===== config.mk =====
export PLATFORM = sky130hd
export DESIGN_NAME = ssmb_front
export DESIGN_NICKNAME = d
export VERILOG_FILES = /design/src/rtl/core/ssmb_pkg.sv /design/src/rtl/core/ssmb_front.sv
export SDC_FILE = /design/constraint.sdc
export NUM_CORES = 2
export LEC_CHECK = 0
export CORE_UTILIZATION = 60
export CTS_BUF_LIST = sky130_fd_sc_hd__clkbuf_8
export DETAILED_ROUTE_END_ITERATION = 6
export DONT_BUFFER_PORTS = 1
export PLACE_DENSITY = 0.78
export RECOVER_POWER = 25
export SLEW_MARGIN = 25
export SYNTH_ARGS = -nofsm -noshare
export SYNTH_HDL_FRONTEND = slang
export SYNTH_SLANG_ARGS = --single-unit

===== constraint.sdc =====
create_clock -name clk -period 8.9 [get_ports clk]
set_input_delay 0.89 -clock clk [delete_from_list [all_inputs] [get_ports clk]]
set_output_delay 0.89 -clock clk [all_outputs]
set_load 0.02 [all_outputs]

===== src/rtl/core/ssmb_pkg.sv =====
// ----------------------------------------------------------------------------
// ssmb_pkg: shared definitions for the saturating stereo mix buffer
// Widths, register indexes, request kinds and the command word that travels
// from the front end through the queue to the buffer back end.
// ----------------------------------------------------------------------------
package ssmb_pkg;

  localparam int DEF_BUFFER_FRAMES = 4096;
  localparam int QUEUE_DEPTH       = 4;
  localparam int INDEX_W           = 12;
  localparam int SAMPLE_W          = 16;
  localparam int VOLUME_W          = 16;
  localparam int FIU_W             = 13;
  localparam int GAIN_W            = 2 * VOLUME_W;
  localparam int PROD_W            = SAMPLE_W + GAIN_W;
  localparam int FRAC_W            = 24;

  localparam logic [VOLUME_W-1:0] MASTER_VOLUME_RST = 16'd4096;
  localparam logic [FIU_W-1:0]    FRAMES_IN_USE_RST = 13'd4096;

  localparam logic signed [SAMPLE_W-1:0] SAT_HI = 16'sd32767;
  localparam logic signed [SAMPLE_W-1:0] SAT_LO = -16'sd32767;

  typedef enum logic {
    KIND_MIX  = 1'b0,
    KIND_READ = 1'b1
  } kind_t;

  typedef enum logic {
    REG_MASTER_VOLUME = 1'b0,
    REG_FRAMES_IN_USE = 1'b1
  } reg_idx_t;

  // Classified request handed to the buffer back end
  typedef struct packed {
    kind_t                      kind;
    logic [INDEX_W-1:0]         idx;
    logic                       in_range;
    logic signed [SAMPLE_W-1:0] add_left;
    logic signed [SAMPLE_W-1:0] add_right;
  } cmd_t;

endpackage


===== src/rtl/core/ssmb_front.sv =====
// ----------------------------------------------------------------------------
// ssmb_front: request intake and sample scaling
// Accepts requests, checks the frame index, drops out-of-range mixes and
// scales source samples by volume times master volume in two stages.
// ----------------------------------------------------------------------------
module ssmb_front #(
  parameter int BUFFER_FRAMES = ssmb_pkg::DEF_BUFFER_FRAMES
) (
  input  logic                                  clk,
  input  logic                                  rst_n,
  input  logic                                  accept_en,
  input  logic [ssmb_pkg::VOLUME_W-1:0]         master_volume,
  input  logic [ssmb_pkg::FIU_W-1:0]            frames_in_use,
  input  logic                                  in_valid,
  output logic                                  in_ready,
  input  logic                                  in_kind,
  input  logic [ssmb_pkg::INDEX_W-1:0]          in_frame_index,
  input  logic signed [ssmb_pkg::SAMPLE_W-1:0]  in_sample_left,
  input  logic signed [ssmb_pkg::SAMPLE_W-1:0]  in_sample_right,
  input  logic                                  in_stereo,
  input  logic [ssmb_pkg::VOLUME_W-1:0]         in_volume,
  output logic                                  cmd_valid,
  input  logic                                  cmd_ready,
  output ssmb_pkg::cmd_t                        cmd
);
  import ssmb_pkg::*;

  localparam logic [INDEX_W+4:0] FRAME_LIM = (INDEX_W+5)'(BUFFER_FRAMES);
  localparam int HI_W = PROD_W - FRAC_W;

  // Fold a product's integer part into a clamped signed sample
  function automatic logic signed [SAMPLE_W-1:0] fold(input logic [HI_W-1:0] hi,
                                                      input logic neg);
    logic [SAMPLE_W-2:0] m;
    logic signed [SAMPLE_W-1:0] v;
    begin
      m = (|hi[HI_W-1:SAMPLE_W-1]) ? SAT_HI[SAMPLE_W-2:0] : hi[SAMPLE_W-2:0];
      v = $signed({1'b0, m});
      return neg ? -v : v;
    end
  endfunction

  // stage 1: request plus combined gain
  logic                       s1_v_r, s1_v_nxt;
  kind_t                      s1_kind_r;
  logic [INDEX_W-1:0]         s1_idx_r;
  logic                       s1_inr_r;
  logic                       s1_stereo_r;
  logic signed [SAMPLE_W-1:0] s1_sl_r, s1_sr_r;
  logic [GAIN_W-1:0]          s1_gain_r;

  // stage 2: request plus scaled magnitudes
  logic                       s2_v_r, s2_v_nxt;
  kind_t                      s2_kind_r;
  logic [INDEX_W-1:0]         s2_idx_r;
  logic                       s2_inr_r;
  logic                       s2_stereo_r;
  logic                       s2_neg_l_r, s2_neg_r_r;
  logic [HI_W-1:0]            s2_hi_l_r, s2_hi_r_r;

  logic                       s1_ready, s2_ready, accept, in_rng, keep;
  logic [SAMPLE_W-1:0]        mag_l, mag_r;
  logic [PROD_W-1:0]          prod_l, prod_r;
  logic signed [SAMPLE_W-1:0] scl_l, scl_r;

  // Advance stages whenever the next one has room
  assign s2_ready = !s2_v_r || cmd_ready;
  assign s1_ready = !s1_v_r || s2_ready;
  assign in_ready = s1_ready && accept_en;
  assign accept   = in_valid && in_ready;

  // Classify: index must be below both the session size and the buffer size
  assign in_rng = ({1'b0, in_frame_index} < frames_in_use) &&
                  ({5'b0, in_frame_index} < FRAME_LIM);
  assign keep   = (kind_t'(in_kind) == KIND_READ) || in_rng;

  assign s1_v_nxt = s1_ready ? (accept && keep) : s1_v_r;
  assign s2_v_nxt = s2_ready ? s1_v_r : s2_v_r;

  always_ff @(posedge clk) begin
    if (!rst_n) begin
      s1_v_r <= 1'b0;
      s2_v_r <= 1'b0;
    end else begin
      s1_v_r <= s1_v_nxt;
      s2_v_r <= s2_v_nxt;
    end
  end

  // Capture request and form the Q8.24 gain
  always_ff @(posedge clk) begin
    if (accept) begin
      s1_kind_r   <= kind_t'(in_kind);
      s1_idx_r    <= in_frame_index;
      s1_inr_r    <= in_rng;
      s1_stereo_r <= in_stereo;
      s1_sl_r     <= in_sample_left;
      s1_sr_r     <= in_sample_right;
      s1_gain_r   <= GAIN_W'(in_volume) * GAIN_W'(master_volume);
    end
  end

  // Scale magnitudes; keep only the integer part of each product
  assign mag_l  = s1_sl_r[SAMPLE_W-1] ? SAMPLE_W'(-s1_sl_r) : SAMPLE_W'(s1_sl_r);
  assign mag_r  = s1_sr_r[SAMPLE_W-1] ? SAMPLE_W'(-s1_sr_r) : SAMPLE_W'(s1_sr_r);
  assign prod_l = PROD_W'(mag_l) * PROD_W'(s1_gain_r);
  assign prod_r = PROD_W'(mag_r) * PROD_W'(s1_gain_r);

  always_ff @(posedge clk) begin
    if (s2_ready && s1_v_r) begin
      s2_kind_r   <= s1_kind_r;
      s2_idx_r    <= s1_idx_r;
      s2_inr_r    <= s1_inr_r;
      s2_stereo_r <= s1_stereo_r;
      s2_neg_l_r  <= s1_sl_r[SAMPLE_W-1];
      s2_neg_r_r  <= s1_sr_r[SAMPLE_W-1];
      s2_hi_l_r   <= prod_l[PROD_W-1:FRAC_W];
      s2_hi_r_r   <= prod_r[PROD_W-1:FRAC_W];
    end
  end

  // Clamp, restore sign, duplicate mono
  assign scl_l = fold(s2_hi_l_r, s2_neg_l_r);
  assign scl_r = s2_stereo_r ? fold(s2_hi_r_r, s2_neg_r_r) : scl_l;

  always_comb begin
    cmd.kind      = s2_kind_r;
    cmd.idx       = s2_idx_r;
    cmd.in_range  = s2_inr_r;
    cmd.add_left  = scl_l;
    cmd.add_right = scl_r;
  end

  assign cmd_valid = s2_v_r;

endmodule


* Word-level counts from Yosys, hierarchy flattened *
Index checks and enable logic that the tools add are counted.

word-level totals
  flip-flop bits (word level) = 146
  input port bits = 96
  output and inout port bits = 48
  word-level logic and storage cells = 43

cells by class
  add/sub/neg operators = 4
  $mul = 3
  order comparisons = 1
  multiplexer cells = 7
  reductions and logical operators = 11

operators by type and width
  operator           count
  $mul 16x32->48     2
  $mux 16            5
  $mul 16x16->32     1
  $neg 15->16        2
  $neg 16->16        2
  $mux 15            2
  $reduce_or 9->1    2
  $lt 12x13->1       1
  $logic_and 1x1->1  4
  $logic_or 1x1->1   3
  $logic_not 1->1    2

* Logic depth before layout (Yosys ltp) *
  depth after elaboration = 6
  gate-level depth with buffers = 33
  mapped depth without buffers = 29

* Worst setup path after synthesis *
OpenSTA, ideal clock, no wires.

  path type = flip-flop to flip-flop
  from = reg s1_sl_r[0]
  to = reg s2_hi_l_r[23] (data pin)
  setup time = 0.260 ns
  arrival time = 7.407 ns
  required time = 8.640 ns
  path slack = 1.234 ns
  cell stages (with the launch flop) = 30
  path buffers = 3
  clock period less this slack = 7.666 ns
  cell sequence = edfxtp_1 -> clkbuf_1 -> clkbuf_1 -> inv_1 -> ha_1 -> a21boi_0 -> a21oi_1 -> xnor2_1 -> clkbuf_1 -> nand2_1 -> fa_1 -> inv_1 -> fa_1 -> fa_1 -> fa_1 -> fa_1 -> inv_1 -> fa_1 -> inv_1 -> ha_1 -> a2111oi_2 -> o21ai_1 -> a221o_1 -> a211oi_2 -> a211oi_2 -> or2_4 -> a41o_4 -> nor4_2 -> nor3_2 -> xnor2_1

on the way
  word-level cells in the longest chain between the ends = 3

ends and longest elaborated chain
  what                    line               source
  start, declared         ssmb_front.sv:49   logic signed [SAMPLE_W-1:0] s1_sl_r, s1_sr_r;
  start signal, assigned  ssmb_front.sv:97   s1_sl_r <= in_sample_left;
  $neg 16->16             ssmb_front.sv:104  assign mag_l = s1_sl_r[SAMPLE_W-1] ? SAMPLE_W'(-s1_sl_r) : SAMPLE_W'(s1_sl_r);
  $mux 16 *               ssmb_front.sv:104
  $mul 16x32->48 *        ssmb_front.sv:106  assign prod_l = PROD_W'(mag_l) * PROD_W'(s1_gain_r);
  named net prod_l[47]    ssmb_front.sv:63   logic [PROD_W-1:0] prod_l, prod_r;
  end signal, assigned    ssmb_front.sv:117  s2_hi_l_r <= prod_l[PROD_W-1:FRAC_W];
  end, declared           ssmb_front.sv:59   logic [HI_W-1:0] s2_hi_l_r, s2_hi_r_r;

The timed path passes the listed nets; every way through them passes the cells marked *.
A chain may end at the register's enable or synchronous reset.

* Worst setup path in the final report *
  from = reg s1_sr_r[2]
  to = reg s2_hi_r_r[18] (data pin)

on the way
  word-level cells in the longest chain between the ends = 3

ends and longest elaborated chain
  what                    line               source
  start, declared         ssmb_front.sv:49
  start signal, assigned  ssmb_front.sv:98   s1_sr_r <= in_sample_right;
  $neg 16->16             ssmb_front.sv:105  assign mag_r = s1_sr_r[SAMPLE_W-1] ? SAMPLE_W'(-s1_sr_r) : SAMPLE_W'(s1_sr_r);
  $mux 16 *               ssmb_front.sv:105
  $mul 16x32->48 *        ssmb_front.sv:107  assign prod_r = PROD_W'(mag_r) * PROD_W'(s1_gain_r);
  named net prod_r[42]    ssmb_front.sv:63
  end signal, assigned    ssmb_front.sv:118  s2_hi_r_r <= prod_r[PROD_W-1:FRAC_W];
  end, declared           ssmb_front.sv:59

Marks and branches as above.

==> results.py <==
metrics = {
    "timing": {
        "clock.fmax_mhz": 117,
        "slew_viol_final": 0,
        "skew_ns": 0.0327,
        "setup_violations": 0,
        "tns_ns": 0,
        "rsz0062_at_grt": "no",
        "period_minus_slack_ns": 8.57,
        "slew_headroom_pct": 6.09,
        "hold_viol_final": 0,
        "post-route-period-util_pct": 96.3,
        "worst_slew_pin_slew_ns": 1.41,
    },
    "synth": {
        "synth.avg_cell_area_um2": 9.03,
        "synth-edff-count": 144,
        "yosysTopAreaCell": "fa_1",
        "synth_area_um2": 45800,
        "synth_area_leaders": "fa_1 45%, inv_1 10%, ha_1 9.7%, edfxtp_1 9.5%, nand2_1 7.5%",
        "synth_top_area_share_pct": 45.0,
        "synth_common_cells": "1,224 x inv_1, 1,028 x fa_1, 920 x nand2_1",
        "synth_ff_type": "edfxtp_1",
        "async_flop_share_pct": 0,
        "synthDistinctLibCells": 70,
        "netlist_instances": 5066,
        "ys_warn_count": 0,
        "seq_area_frac_synth_pct": 9.54,
        "synth.net_count": 6543,
        "ys_seq_elements": 146,
        "synthMostInstantiatedCell": "inv_1",
    },
    "critical_path": {
        "endpoint": "s2_hi_r_r[18]$_DFFE_PP_",
        "required_ns": 9.20,
        "slowest_stage": "a21oi_1",
        "max_stage_delay_ns": 0.73,
        "crit_start": "s1_sr_r[2]$_DFFE_PP_",
        "reg2reg_slack_ns": 0.33,
        "start_kind": "flop",
        "arrival_ns": 8.86,
        "worstReg2RegEnd": "s2_hi_r_r[18]$_DFFE_PP_",
        "cp-end-kind": "flop",
        "r2r_start": "s1_sr_r[2]$_DFFE_PP_",
        "path_class": "reg2reg",
        "cpMostUsedCell": "fa_1",
        "reg2regPathDepth": 26,
        "path_max_fanout": 13,
    },
    "grt": {
        "first_global_vias": 36900,
        "grt_pass1_wl_um": 190000,
        "gr-total-overflow": 0,
        "busiest_layer": "met2",
        "met1_usage_pct": 39.5,
        "track_usage_pct": 31.3,
        "met2_usage_pct": 52.5,
        "antenna_found_initial": 1,
        "grt_max_degree": 66,
        "use_met3_pct": 5.09,
    },
    "route": {
        "wl_um": 115000,
        "drtIter0Drc": 2397,
        "ant_nets": 0,
        "avgRoutedWirePerCell_um": 19.5,
        "num_vias": 33600,
        "drc": 1,
        "via_per_inst": 5.69,
        "drtPass1Iterations": 7,
    },
    "die": {
        "core_area_um2": 74900,
        "die_h_um": 278,
        "ioPinCount": 144,
        "die_w_um": 278,
        "rows": 100,
        "start_util_pct": 61.0,
        "die_area_um2": 77400,
    },
    "min_path": {
        "holdCritPathClass": "reg2reg",
    },
    "outcome": {
        "status": "complete, but fails checks",
        "violations": "DRC",
    },
    "finish": {
        "layout-drive-gt1-share_pct": 3.66,
        "regArea_um2": 4360,
        "syn_to_final_growth_pct": 3.55,
        "fin_nets": 6408,
        "multiInputGateArea_um2": 36100,
        "fillers": 6043,
    },
    "job": {
        "cap_viol_max_count": 0,
    },
    "placement": {
        "dp_hpwl_um": 90500,
        "gp_congestion": 0.973,
        "port_buffers": 0,
    },
    "cts": {
        "h-tree-depth": 4,
        "cts-root-buf": "clkbuf_8",
        "cts_tree": "done",
        "ctsHoldBuffers": 0,
        "clk_latency_ns": 0.56,
        "clockBufferDepth": 2,
        "cts_inserted_buffers": 17,
        "cts_sinks": 146,
        "path_clk_slew_ns": 0.12,
        "cts_setup_buffers": 0,
    },
}
worst min path at each step:
stage,start,to,slack (ns),cells after the start
5_1_grt,in_sample_right[4],s1_sr_r[4]$_DFFE_PP_,0.40,0
4_1_cts,in_sample_right[4],s1_sr_r[4]$_DFFE_PP_,0.39,0
3_5_place_dp,s1_idx_r[4]$_DFFE_PP_,s2_idx_r[4]$_DFFE_PP_,0.40,0
6_report,s1_idx_r[7]$_DFFE_PP_,s2_idx_r[7]$_DFFE_PP_,0.41,0
2_1_floorplan,s1_idx_r[0]$_DFFE_PP_,s2_idx_r[0]$_DFFE_PP_,0.40,0
3_3_place_gp,s1_idx_r[0]$_DFFE_PP_,s2_idx_r[0]$_DFFE_PP_,0.40,0
cell families after synthesis:
family                   share of synthesized area, %
adder cells (fa/ha/maj)                          54.6
multiplexers                                    0.107
AO/OA/AOI/OAI                                    5.23
buffers and inverters                            12.0
flip-flops                                       9.54
XOR/XNOR                                         2.22
AND/OR/NAND/NOR                                  16.2
flip-flops by register name (all words and copies together), names as in the netlist:
name         count
s1_inr_r         1
s1_idx_r        12
s2_inr_r         1
s2_stereo_r      1
s1_sr_r         16
s1_v_r           1
s2_idx_r        12
s2_hi_l_r       24
s1_kind_r        1
s2_kind_r        1
cmd_valid        1
s2_neg_r_r       1
s1_stereo_r      1
s2_neg_l_r       1
s2_hi_r_r       24
s1_gain_r       32
s1_sl_r         16
routing by layer:
metal	share of wire [%]	up-vias
li1	-	14700
met1	37	17100
met2	49	1513
met3	8.5	352
met4	5.2	0
met5	0	-
critical path: cells and delay by family (launching register included):
kind	cells	cell delay [ns]
flip-flops	1	0.49
XOR/XNOR	2	0.37
AO/OA/AOI/OAI	8	2.89
buffers and inverters	5	0.53
adder cells (fa/ha/maj)	7	2.97
AND/OR/NAND/NOR	4	1.03
what timing repair did:
action,in CTS,in global routing
setup endpoints to repair,0,3
gates resized for setup,0,1
endpoints found under the hold margin,0,0
stage by stage:
stage / hold WS, ns / instance area [um2] / setup WS (ns) / utilization, % / instances
CTS: 0.386 / 47300 / 0.344 / 63.2 / 5911
global route: 0.398 / 47400 / 0.0140 / 63.2 / 5914
global placement: 0.400 / 46900 / 0.598 / 62.6 / 5879
floorplan: 0.400 / 45800 / 1.23 / - / 5066
detailed placement: 0.405 / 46900 / 0.395 / 62.6 / 5879
finish: 0.409 / 47400 / 0.333 / 63.2 / 5915
final cells by class:
cell class                      instances  share of cell area [%]
Multi-Input combinational cell       3456                    76.2
Inverter                             1224                    9.70
Sequential cell                       146                    9.21
Tap cell                              969                    2.56
Timing Repair Buffer                   86                    1.39
Clock buffer                           17                   0.494
Clock inverter                         15                   0.393
Antenna cell                            2                  0.0106
placed cells by master (no fill, tap or decap), drive strengths merged, types with 17 or more instances in the layout:
cell,Yosys,routed
o21ai,67,67
a21oi,124,124
nand2,920,920
clkbuf,236,18
ha,353,353
nor3,24,24
nor2,82,82
a21o,56,56
edfxtp,144,144
buf,4,85
nand3,19,19
xor2,40,40
o21a,17,17
xnor2,76,76
inv,1224,1233
nor2b,23,23
fa,1028,1028
and2,436,436
nand4,20,20
Power is not shown: default switching activity piles up to over one toggle a cycle in this logic, so the estimate is an artifact.
