File: src/rtl/core/ssmb_pkg.sv
// ----------------------------------------------------------------------------
// ssmb_pkg: shared definitions for the saturating stereo mix buffer
// Widths, register indexes, request kinds and the command word that travels
// from the front end through the queue to the buffer back end.
// ----------------------------------------------------------------------------
package ssmb_pkg;

  localparam int DEF_BUFFER_FRAMES = 4096;
  localparam int QUEUE_DEPTH       = 4;
  localparam int INDEX_W           = 12;
  localparam int SAMPLE_W          = 16;
  localparam int VOLUME_W          = 16;
  localparam int FIU_W             = 13;
  localparam int GAIN_W            = 2 * VOLUME_W;
  localparam int PROD_W            = SAMPLE_W + GAIN_W;
  localparam int FRAC_W            = 24;

  localparam logic [VOLUME_W-1:0] MASTER_VOLUME_RST = 16'd4096;
  localparam logic [FIU_W-1:0]    FRAMES_IN_USE_RST = 13'd4096;

  localparam logic signed [SAMPLE_W-1:0] SAT_HI = 16'sd32767;
  localparam logic signed [SAMPLE_W-1:0] SAT_LO = -16'sd32767;

  typedef enum logic {
    KIND_MIX  = 1'b0,
    KIND_READ = 1'b1
  } kind_t;

  typedef enum logic {
    REG_MASTER_VOLUME = 1'b0,
    REG_FRAMES_IN_USE = 1'b1
  } reg_idx_t;

  // Classified request handed to the buffer back end
  typedef struct packed {
    kind_t                      kind;
    logic [INDEX_W-1:0]         idx;
    logic                       in_range;
    logic signed [SAMPLE_W-1:0] add_left;
    logic signed [SAMPLE_W-1:0] add_right;
  } cmd_t;

endpackage

File: src/rtl/core/ssmb_queue.sv
// ----------------------------------------------------------------------------
// ssmb_queue: short request queue
// Decouples the scaling front end from the buffer back end so that each
// side stalls on its own.
// ----------------------------------------------------------------------------
module ssmb_queue (
  input  logic           clk,
  input  logic           rst_n,
  input  logic           push_valid,
  output logic           push_ready,
  input  ssmb_pkg::cmd_t push_cmd,
  output logic           pop_valid,
  input  logic           pop_ready,
  output ssmb_pkg::cmd_t pop_cmd
);
  import ssmb_pkg::*;

  localparam int PTR_W = $clog2(QUEUE_DEPTH);
  localparam int CNT_W = $clog2(QUEUE_DEPTH + 1);
  localparam logic [CNT_W-1:0] FULL_CNT = CNT_W'(QUEUE_DEPTH);
  localparam logic [PTR_W-1:0] LAST_PTR = PTR_W'(QUEUE_DEPTH - 1);

  cmd_t             q_mem_r [QUEUE_DEPTH];
  logic [PTR_W-1:0] wr_ptr_r, wr_ptr_nxt, rd_ptr_r, rd_ptr_nxt;
  logic [CNT_W-1:0] cnt_r, cnt_nxt;
  logic             push, pop;

  assign push_ready = (cnt_r != FULL_CNT);
  assign pop_valid  = (cnt_r != '0);
  assign push       = push_valid && push_ready;
  assign pop        = pop_valid && pop_ready;
  assign pop_cmd    = q_mem_r[rd_ptr_r];

  // Advance pointers with wrap
  always_comb begin
    wr_ptr_nxt = wr_ptr_r;
    rd_ptr_nxt = rd_ptr_r;
    cnt_nxt    = cnt_r;
    if (push) begin
      wr_ptr_nxt = (wr_ptr_r == LAST_PTR) ? '0 : wr_ptr_r + 1'b1;
    end
    if (pop) begin
      rd_ptr_nxt = (rd_ptr_r == LAST_PTR) ? '0 : rd_ptr_r + 1'b1;
    end
    if (push && !pop) begin
      cnt_nxt = cnt_r + 1'b1;
    end else if (pop && !push) begin
      cnt_nxt = cnt_r - 1'b1;
    end
  end

  always_ff @(posedge clk) begin
    if (!rst_n) begin
      wr_ptr_r <= '0;
      rd_ptr_r <= '0;
      cnt_r    <= '0;
    end else begin
      wr_ptr_r <= wr_ptr_nxt;
      rd_ptr_r <= rd_ptr_nxt;
      cnt_r    <= cnt_nxt;
    end
  end

  // Store the pushed request
  always_ff @(posedge clk) begin
    if (push) begin
      q_mem_r[wr_ptr_r] <= push_cmd;
    end
  end

endmodule

File: config.mk
export PLATFORM = sky130hd
export DESIGN_NAME = ssmb_queue
export DESIGN_NICKNAME = d
export VERILOG_FILES = /design/src/rtl/core/ssmb_pkg.sv /design/src/rtl/core/ssmb_queue.sv
export SDC_FILE = /design/constraint.sdc
export NUM_CORES = 1
export LEC_CHECK = 0
export ABC_CLOCK_PERIOD_IN_PS = 2600
export BUFFER_PORTS_ARGS = -buffer_cell sky130_fd_sc_hd__buf_2
export CORE_ASPECT_RATIO = 0.6
export CORE_MARGIN = 2
export CORE_UTILIZATION = 55
export DETAILED_ROUTE_END_ITERATION = 8
export PLACE_DENSITY_LB_ADDON = 0.3
export SLEW_MARGIN = 20
export SYNTH_ARGS = -nofsm -noshare
export SYNTH_HDL_FRONTEND = slang
export SYNTH_SLANG_ARGS = --single-unit
File: constraint.sdc
create_clock -name clk -period 2.6 [get_ports clk]
set_clock_uncertainty 0.15 [all_clocks]
set_input_delay 0.26 -clock clk [delete_from_list [all_inputs] [get_ports clk]]
set_output_delay 0.26 -clock clk [all_outputs]
set_load 0.005 [all_outputs]
# Word-level counts from Yosys, hierarchy flattened
# Memories as Yosys holds them, arrays and structs flattened. A register that Yosys moved wholly into a read port is not among the register bits.
# Index checks and enable logic that the tools add are counted.
[op_classes]
add_sub_neg = 4
eq_ne = 3
n_mux = 8
n_reduce_logical = 8
[op_table]
columns = ["operator", "n"]
rows = [
  ["$mux 2", 4],
  ["$mux 3", 2],
  ["$add 2x1->2 const B", 2],
  ["$eq 2x2->1 const B", 2],
  ["$logic_and 1x1->1", 4],
  ["$add 3x1->3 const B", 1],
  ["$ne 3x3->1 const B", 1],
  ["$reduce_bool 3->1", 1],
  ["$sub 3x1->3 const B", 1],
  ["$logic_not 1->1", 2],
  ["$mux 1", 2],
  ["$reduce_bool 2->1", 1],
]
[totals]
ff_bits = 7
mem_bits_rw = 184
inputBits = 50
output_inout_bits = 48
word_cells = 27
memories = 1
[mem_list]
columns = ["name", "depth", "width", "read_ports", "rd_ports_with_merged_regs", "wr", "line_no", "rtl"]
rows = [
  ["q_mem_r", 4, 46, 1, 1, 1, "ssmb_queue.sv:23", "cmd_t q_mem_r [QUEUE_DEPTH];"],
]

# Longest topological paths before layout
# Gate-level depths: netlist of run 1.
[depth]
depth_word = 6
depth_mapped = 9
ltp_nobuf = 8

# Worst setup path after synthesis of run 1
# Ideal clock, no wire load.
[synth_path]
kind = "reg2reg"
from = "register cnt_r[0]"
to = "register cnt_r[2]"
setup_ns = 0.076
arrival_time_ns = 2.128
t_required_ns = 2.374
setup_slack_ns = 0.246
stages_incl_launch_ff = 8
n_path_buf = 0
synth_period_minus_slack_ns = 2.354
path_cell_list = "dfxtp_1 -> o31ai_1 -> ha_1 -> inv_1 -> fa_1 -> xor2_1 -> or3_2 -> a21boi_0"
[synth_between]
elab_chain_len = 5
elab_cells_between_ends = 13
cone_classes = "2 x add/sub; 1 x eq/ne; 2 x mux; 8 x reduce/logical"
[synth_rtl]
columns = ["item", "line_no", "rtl"]
rows = [
  ["from (decl)", "ssmb_queue.sv:25", "logic [CNT_W-1:0] cnt_r, cnt_nxt;"],
  ["from (signal assigned)", "ssmb_queue.sv:60", "cnt_r <= cnt_nxt;"],
  ["parallel branches: the longest is 5 deep, another holds $sub 3x1->3", "-", ""],
]
# Parallel ways; which one is timed is not known. The select of a mux whose other input is x is not followed.
# A chain may end at the register's enable or synchronous reset.

# Final worst setup path of run 1
[layout_path]
from = "register cnt_r[1]"
to = "register cnt_r[2]"
# The elaborated chain is that of the path after synthesis.

==> flow_metrics.tcl, run 1 <==
set metrics [dict create \
    drtAntennaViolNets 0 \
    crit_slowest_cell "or3_2" \
    cp-end-kind "register" \
    synth_xor_xnor_area_share 0.002463 \
    drc_errors 0 \
    synth_top_family_by_area "multiplexers" \
    hp-class "input pin to register" \
    rrSetupSlack_ns 0.18 \
    synth-compound-area-share 0.004926 \
    clock-sinks 193 \
    syn-cell-area_sq_um 7112 \
    grt_pass1_vias 3623 \
    clock_latency_ns 0.42 \
    fin_crit_sh 0.9319 \
    synth_mux_area_frac 0.1485 \
    gr-total-overflow 0 \
    required_ns 2.80 \
    wl_mm 12.45 \
    postCtsSetupRepairBufs 0 \
    synth_area_per_cell_sq_um 24.44 \
    slowest_delay_ns 0.42 \
    final_cells 637 \
    path_clk_slew_ns 0.07 \
    first_pass_iters 4 \
    syn_nets 348 \
    diodes 0 \
    crit_chain "o31ai_1 > ha_1 > inv_1 > fa_1 > xor2_1 > or3_2 > a21boi_0" \
    areaGrowthSynthToFinish_pct 24.68 \
    cts_htree_levels 4 \
    period_needed_ns 2.423 \
    netlist_instances 291 \
    io_pins 98 \
    grt_pass1_wl_mm 19.28 \
    worstPathArrival_ns 2.62 \
    root_buffer "clkbuf_16" \
    avgRoutedWirePerCell_um 19.55 \
    finalWeightedCongestion 0.7547 \
    grt_max_degree 47 \
    synthSimpleGateAreaFrac 0.01654 \
    leakage_nw 3.061 \
    synth-edff-count 184 \
    setup_viol 0 \
    die_x_um 150.8 \
    num_rows 32 \
    antenna_found_initial 0 \
    status "completed" \
    hold_viol 0 \
    worstMarginPinSlew_ns 0.6971 \
    final_layout_size_suffix_gt1_frac 0.4197 \
    clk_path_buf_depth 2 \
    dieArea_sq_um 13890 \
    vias 3446 \
    cts_buffers 17 \
    synthArstFlopShare 0 \
    timing.fmax_mhz 412.7 \
    grt_util_all_layers 0.1937 \
    crit_path_start_kind "register" \
    ys.flop_type "edfxtp_1" \
    drt_iter0_drc 138 \
    vias_per_cell 5.410 \
    critical_path.max_fanout 5 \
    start_util 0.5586 \
    hpwl_mm 7.250 \
    io_buffers 97 \
    nFillCells 796 \
    maxSlewHeadroom 0.5352 \
    power_density_nw_per_um2 903.2 \
    ir_drop_v 0.0005147 \
    synth_adder_area_share 0.01337 \
    placed_cells 558 \
    ys_seq_area_frac 0.8023 \
    design.final.nets 511 \
    synth_cell_type_count 27 \
    yosysWarnings 0 \
    cts_tree "built" \
    dieHeight_um 92.08 \
    max_cap_violations 0 \
    drv_slew 0 \
    coreArea_sq_um 12730 \
    synth-seq-cells 193 \
    final.setup.tns_ns 0 \
    rsz0062_at_grt "false" \
    worstSetupPathType "register to register" \
]
-- cell usage after synthesis (all sizes together), types with 3 or more instances --
master,n,area share
and3,4,0.0042
buf,10,0.0093
dfxtp,9,0.025
edfxtp,184,0.78
ha,6,0.011
inv,3,0.0016
mux4,46,0.15
nand2,5,0.0026
o21ai,4,0.0028
-- metrics by stage --
stage / power (mW) / cell area (sq um) / setup slack, ns / hold slack [ns] / util
finish: 8.009 / 8867 / 0.1771 / 0.03649 / 0.6964
global placement: 5.584 / 7844 / 0.2510 / 0.3203 / 0.6161
detailed placement: 5.653 / 7844 / 0.1194 / 0.3273 / 0.6161
CTS: 8.099 / 8864 / 0.1031 / 0.01515 / 0.6961
floorplan: 4.972 / 7112 / 0.2460 / 0.2089 / -
global route: 8.393 / 8867 / 0.02267 / 0.03464 / 0.6964
-- repair_timing --
action,4_1_cts,5_1_grt
resized for setup,0,2
hold buffers,47,0
endpoints found under the hold margin,185,0
endpoints found under the setup margin,0,1
-- registers in the layout, summed over array words and instances (netlist names), named ones only --
name      flops
q_mem_r     184
rd_ptr_r      2
wr_ptr_r      2
cnt_r         3
-- final cells by class --
type	instances	area [sq um]	area share
repair buffers	156	1059	0.1194
multi-input cells	83	1324	0.1493
well taps	170	212.7	0.02399
flip-flops and latches	193	5712	0.6441
inverters	3	11.26	0.001270
clock buffers	17	425.4	0.04798
clock inverters	15	123.9	0.01397
-- power breakdown --
| part | switching (mW) | internal, mW | leakage [nW] |
|---|---|---|---|
| registers | 0.169 | 3.78 | 1.76 |
| clock network | 1.13 | 1.25 | 0.269 |
| logic | 0.770 | 0.909 | 1.03 |
| total | 2.07 | 5.94 | 3.06 |
-- cells by family (layout without fill, tap and decap cells) --
logic type               after synthesis  in the layout
flip-flops                           193            193
XOR/XNOR                               2              2
AO/OA/AOI/OAI                          6              6
buffers and inverters                 15            191
AND/OR/NAND/NOR                       20             20
multiplexers                          48             48
adder cells (fa/ha/maj)                7              7
-- routing by layer --
| metal | routed length (um) | GRT usage | vias to the layer above |
|---|---|---|---|
| met5 | 0 | 0 | - |
| met4 | 99 | 0.06075 | 0 |
| met3 | 789 | 0.06219 | 12 |
| met2 | 6277 | 0.3227 | 110 |
| met1 | 5287 | 0.2454 | 1771 |
| li1 | - | - | 1553 |
-- final timing paths --
path,startpoint,end,depth (start not counted)
hold / removal,rst_n,cnt_r[2]$_SDFFE_PN0P_,2
setup / recovery,cnt_r[1]$_SDFFE_PN0P_,cnt_r[2]$_SDFFE_PN0P_,7
setup reg to reg,cnt_r[1]$_SDFFE_PN0P_,cnt_r[2]$_SDFFE_PN0P_,7
hold reg to reg,wr_ptr_r[1]$_SDFFE_PN0P_,wr_ptr_r[1]$_SDFFE_PN0P_,2
-- cells in the final DEF, fill, tap and decap left out, types with 2 or more instances in the layout --
cell and n:
ha_1 6, edfxtp_1 184, o21ai_0 3, or3_2 2, inv_8 3, buf_4 11
and3_2 4, nor2_1 2, dfxtp_1 6, clkinv_4 5, inv_1 3, dfxtp_2 2
nand2_1 5, mux2i_1 2, mux4_2 46, nand3_1 2, clkbuf_16 17, inv_6 3
clkinv_1 2, buf_2 97, dlygate4sd3_1 47
-- worst max-delay path: cells and delay by family (launching register included) --
| kind | cells | cell delay [ns] |
|---|---|---|
| AO/OA/AOI/OAI | 2 | 0.54 |
| XOR/XNOR | 1 | 0.19 |
| adder cells (fa/ha/maj) | 2 | 0.63 |
| buffers and inverters | 1 | 0.06 |
| flip-flops | 1 | 0.36 |
| AND/OR/NAND/NOR | 1 | 0.42 |
(Power assumes the default switching activity.)
==> inputs of run 2 (changes only) <==
--- a/config.mk
+++ b/config.mk
@@ -7,10 +7,12 @@
 export LEC_CHECK = 0
 export ABC_CLOCK_PERIOD_IN_PS = 2600
 export BUFFER_PORTS_ARGS = -buffer_cell sky130_fd_sc_hd__buf_2
+export CELL_PAD_IN_SITES_DETAIL_PLACEMENT = 1
+export CELL_PAD_IN_SITES_GLOBAL_PLACEMENT = 2
 export CORE_ASPECT_RATIO = 0.6
-export CORE_MARGIN = 2
-export CORE_UTILIZATION = 55
+export CORE_UTILIZATION = 44
 export DETAILED_ROUTE_END_ITERATION = 8
+export MAX_ROUTING_LAYER = met4
 export PLACE_DENSITY_LB_ADDON = 0.3
 export SLEW_MARGIN = 20
 export SYNTH_ARGS = -nofsm -noshare
==> run 2 against run 1 <==
Effect of this change:
- via count decreased by 1.8%
- largest power group unchanged
- wire length rose by 2.2%
- first-iteration DRC count increased by 24%
- die area increased by 20%
- utilization is 12 points lower
- the run now ends with DRC left
- fmax is 0.23% higher
- hold slack worse by 0.0010 ns
==> flow_metrics.tcl, run 2 (synthesis results as in run 1) <==
set metrics [dict create \
    num_rows 35 \
    cts_htree_levels 4 \
    crit_slowest_cell "dfxtp_1" \
    largest_reg_flops 184 \
    final_common_cell "edfxtp_1" \
    power_density_nw_per_um2 905.9 \
    io_buffers 97 \
    design.final.nets 508 \
    drtAntennaViolNets 0 \
    slowest_delay_ns 0.43 \
    maxSlewHeadroom 0.6091 \
    cts_buffers 17 \
    utilization 0.5763 \
    leakage_nw 3.061 \
    dieArea_sq_um 16690 \
    cp-end-kind "register" \
    whs_path_depth 2 \
    timing.fmax_mhz 413.7 \
    clock-sinks 193 \
    first_pass_iters 6 \
    grt_pass1_wl_mm 19.93 \
    placed_cells 588 \
    areaGrowthSynthToFinish_pct 25.99 \
    setup_viol 0 \
    top_regs "q_mem_r (184), cnt_r (3)" \
    final_cells 667 \
    worstPathArrival_ns 2.62 \
    worstMarginPinSlew_ns 0.5864 \
    finalInstanceArea_sq_um 8960 \
    post_cts_resized 0 \
    top_register "q_mem_r" \
    dieHeight_um 100.5 \
    worstHoldStart "rst_n" \
    final_layout_size_suffix_gt1_frac 0.4125 \
    fin_crit_sh 0.9298 \
    finalWeightedCongestion 0.6738 \
    hpwl_mm 7.744 \
    avgRoutedWirePerCell_um 19.08 \
    start_util 0.4575 \
    hp-class "input pin to register" \
    io_pins 98 \
    hold_viol 0 \
    ir_drop_v 0.0004193 \
    worstHoldEndpoint "cnt_r[2]$_SDFFE_PN0P_" \
    coreArea_sq_um 15550 \
    reg2reg_to "cnt_r[2]$_SDFFE_PN0P_" \
    rrSetupSlack_ns 0.18 \
    drt_iter0_drc 171 \
    vias 3383 \
    power.total_mw 8.117 \
    path_clk_slew_ns 0.07 \
    drv_slew 0 \
    violations "DRC" \
    status "finished with violations" \
    pre_cts_ws_ns 0.1702 \
    cts_tree "built" \
    worstSetupPathType "register to register" \
    critical_path.max_fanout 7 \
    clk_path_buf_depth 2 \
    rr_startpoint "cnt_r[1]$_SDFFE_PN0P_" \
    max_cap_violations 0 \
    antenna_found_initial 1 \
    place_area_sq_um 7913 \
    die_x_um 166.1 \
    vias_per_cell 5.072 \
    crit_path_start_kind "register" \
    grt_max_degree 31 \
    clock_latency_ns 0.42 \
    grt_util_all_layers 0.1701 \
    holdWs_ns 0.03544 \
    required_ns 2.80 \
    crit_chain "or3b_1 > and2_4 > ha_1 > inv_1 > fa_1 > xor2_1 > or3_2 > a21boi_0" \
    gr-total-overflow 0 \
    period_needed_ns 2.417 \
    postCtsSetupRepairBufs 0 \
    rsz0062_at_grt "false" \
    final.setup.tns_ns 0 \
    root_buffer "clkbuf_16" \
    reg2regPathDepth 8 \
    wl_mm 12.73 \
    setup_slack_ns 0.1826 \
    mostFrequentLayoutCells "184 x edfxtp_1, 97 x buf_2, 47 x dlygate4sd3_1, 46 x mux4_2, 17 x clkbuf_16" \
    grt_pass1_vias 3732 \
    drc_errors 4 \
]
run 2: final cells by class:
cell class / instances / area [sq um]
Antenna cell: 1 / 2.502
Clock buffer: 17 / 425.4
Clock inverter: 14 / 148.9
Fill cell: 1325 / 6586
Inverter: 3 / 11.26
Multi-Input combinational cell: 83 / 1321
Sequential cell: 193 / 5710
Tap cell: 203 / 254.0
Timing Repair Buffer: 153 / 1086
run 2: repair_timing:
item | in CTS | in global routing
hold buffers | 47 | 0
endpoints found under the hold margin | 185 | 0
endpoints found under the setup margin | 0 | 0
run 2: how the worst max path moves through the flow:
stage | start | end | slack [ns] | cells past startpoint
2_1_floorplan | cnt_r[0]$_SDFFE_PN0P_ | cnt_r[2]$_SDFFE_PN0P_ | 0.25 | 7
3_3_place_gp | cnt_r[0]$_SDFFE_PN0P_ | cnt_r[2]$_SDFFE_PN0P_ | 0.23 | 8
3_5_place_dp | cnt_r[0]$_SDFFE_PN0P_ | cnt_r[2]$_SDFFE_PN0P_ | 0.17 | 8
4_1_cts | cnt_r[0]$_SDFFE_PN0P_ | cnt_r[2]$_SDFFE_PN0P_ | 0.16 | 8
5_1_grt | cnt_r[1]$_SDFFE_PN0P_ | cnt_r[2]$_SDFFE_PN0P_ | 0.02 | 8
6_report | cnt_r[1]$_SDFFE_PN0P_ | cnt_r[2]$_SDFFE_PN0P_ | 0.18 | 8
run 2: per-layer routing:
| metal | up-vias | GRT usage | share of wire |
|---|---|---|---|
| li1 | 1551 | - | - |
| met1 | 1748 | 0.2080 | 0.45 |
| met2 | 72 | 0.2833 | 0.50 |
| met3 | 12 | 0.04083 | 0.039 |
| met4 | 0 | 0.05607 | 0.011 |
| met5 | - | - | 0 |
run 2: worst max-delay path: cells and delay by family (launching register included):
| kind | cells | cell delay [ns] |
|---|---|---|
| flops | 1 | 0.43 |
| xor+xnor | 1 | 0.18 |
| buf+inv | 1 | 0.06 |
| compound gates | 1 | 0.17 |
| simple gates | 3 | 0.83 |
| fa+ha+maj | 2 | 0.54 |
run 2: power by group:
part | total [mW] | switching (mW) | internal, mW
clock network | 2.51 | 1.16 | 1.35
registers | 3.88 | 0.103 | 3.77
logic | 1.73 | 0.821 | 0.914
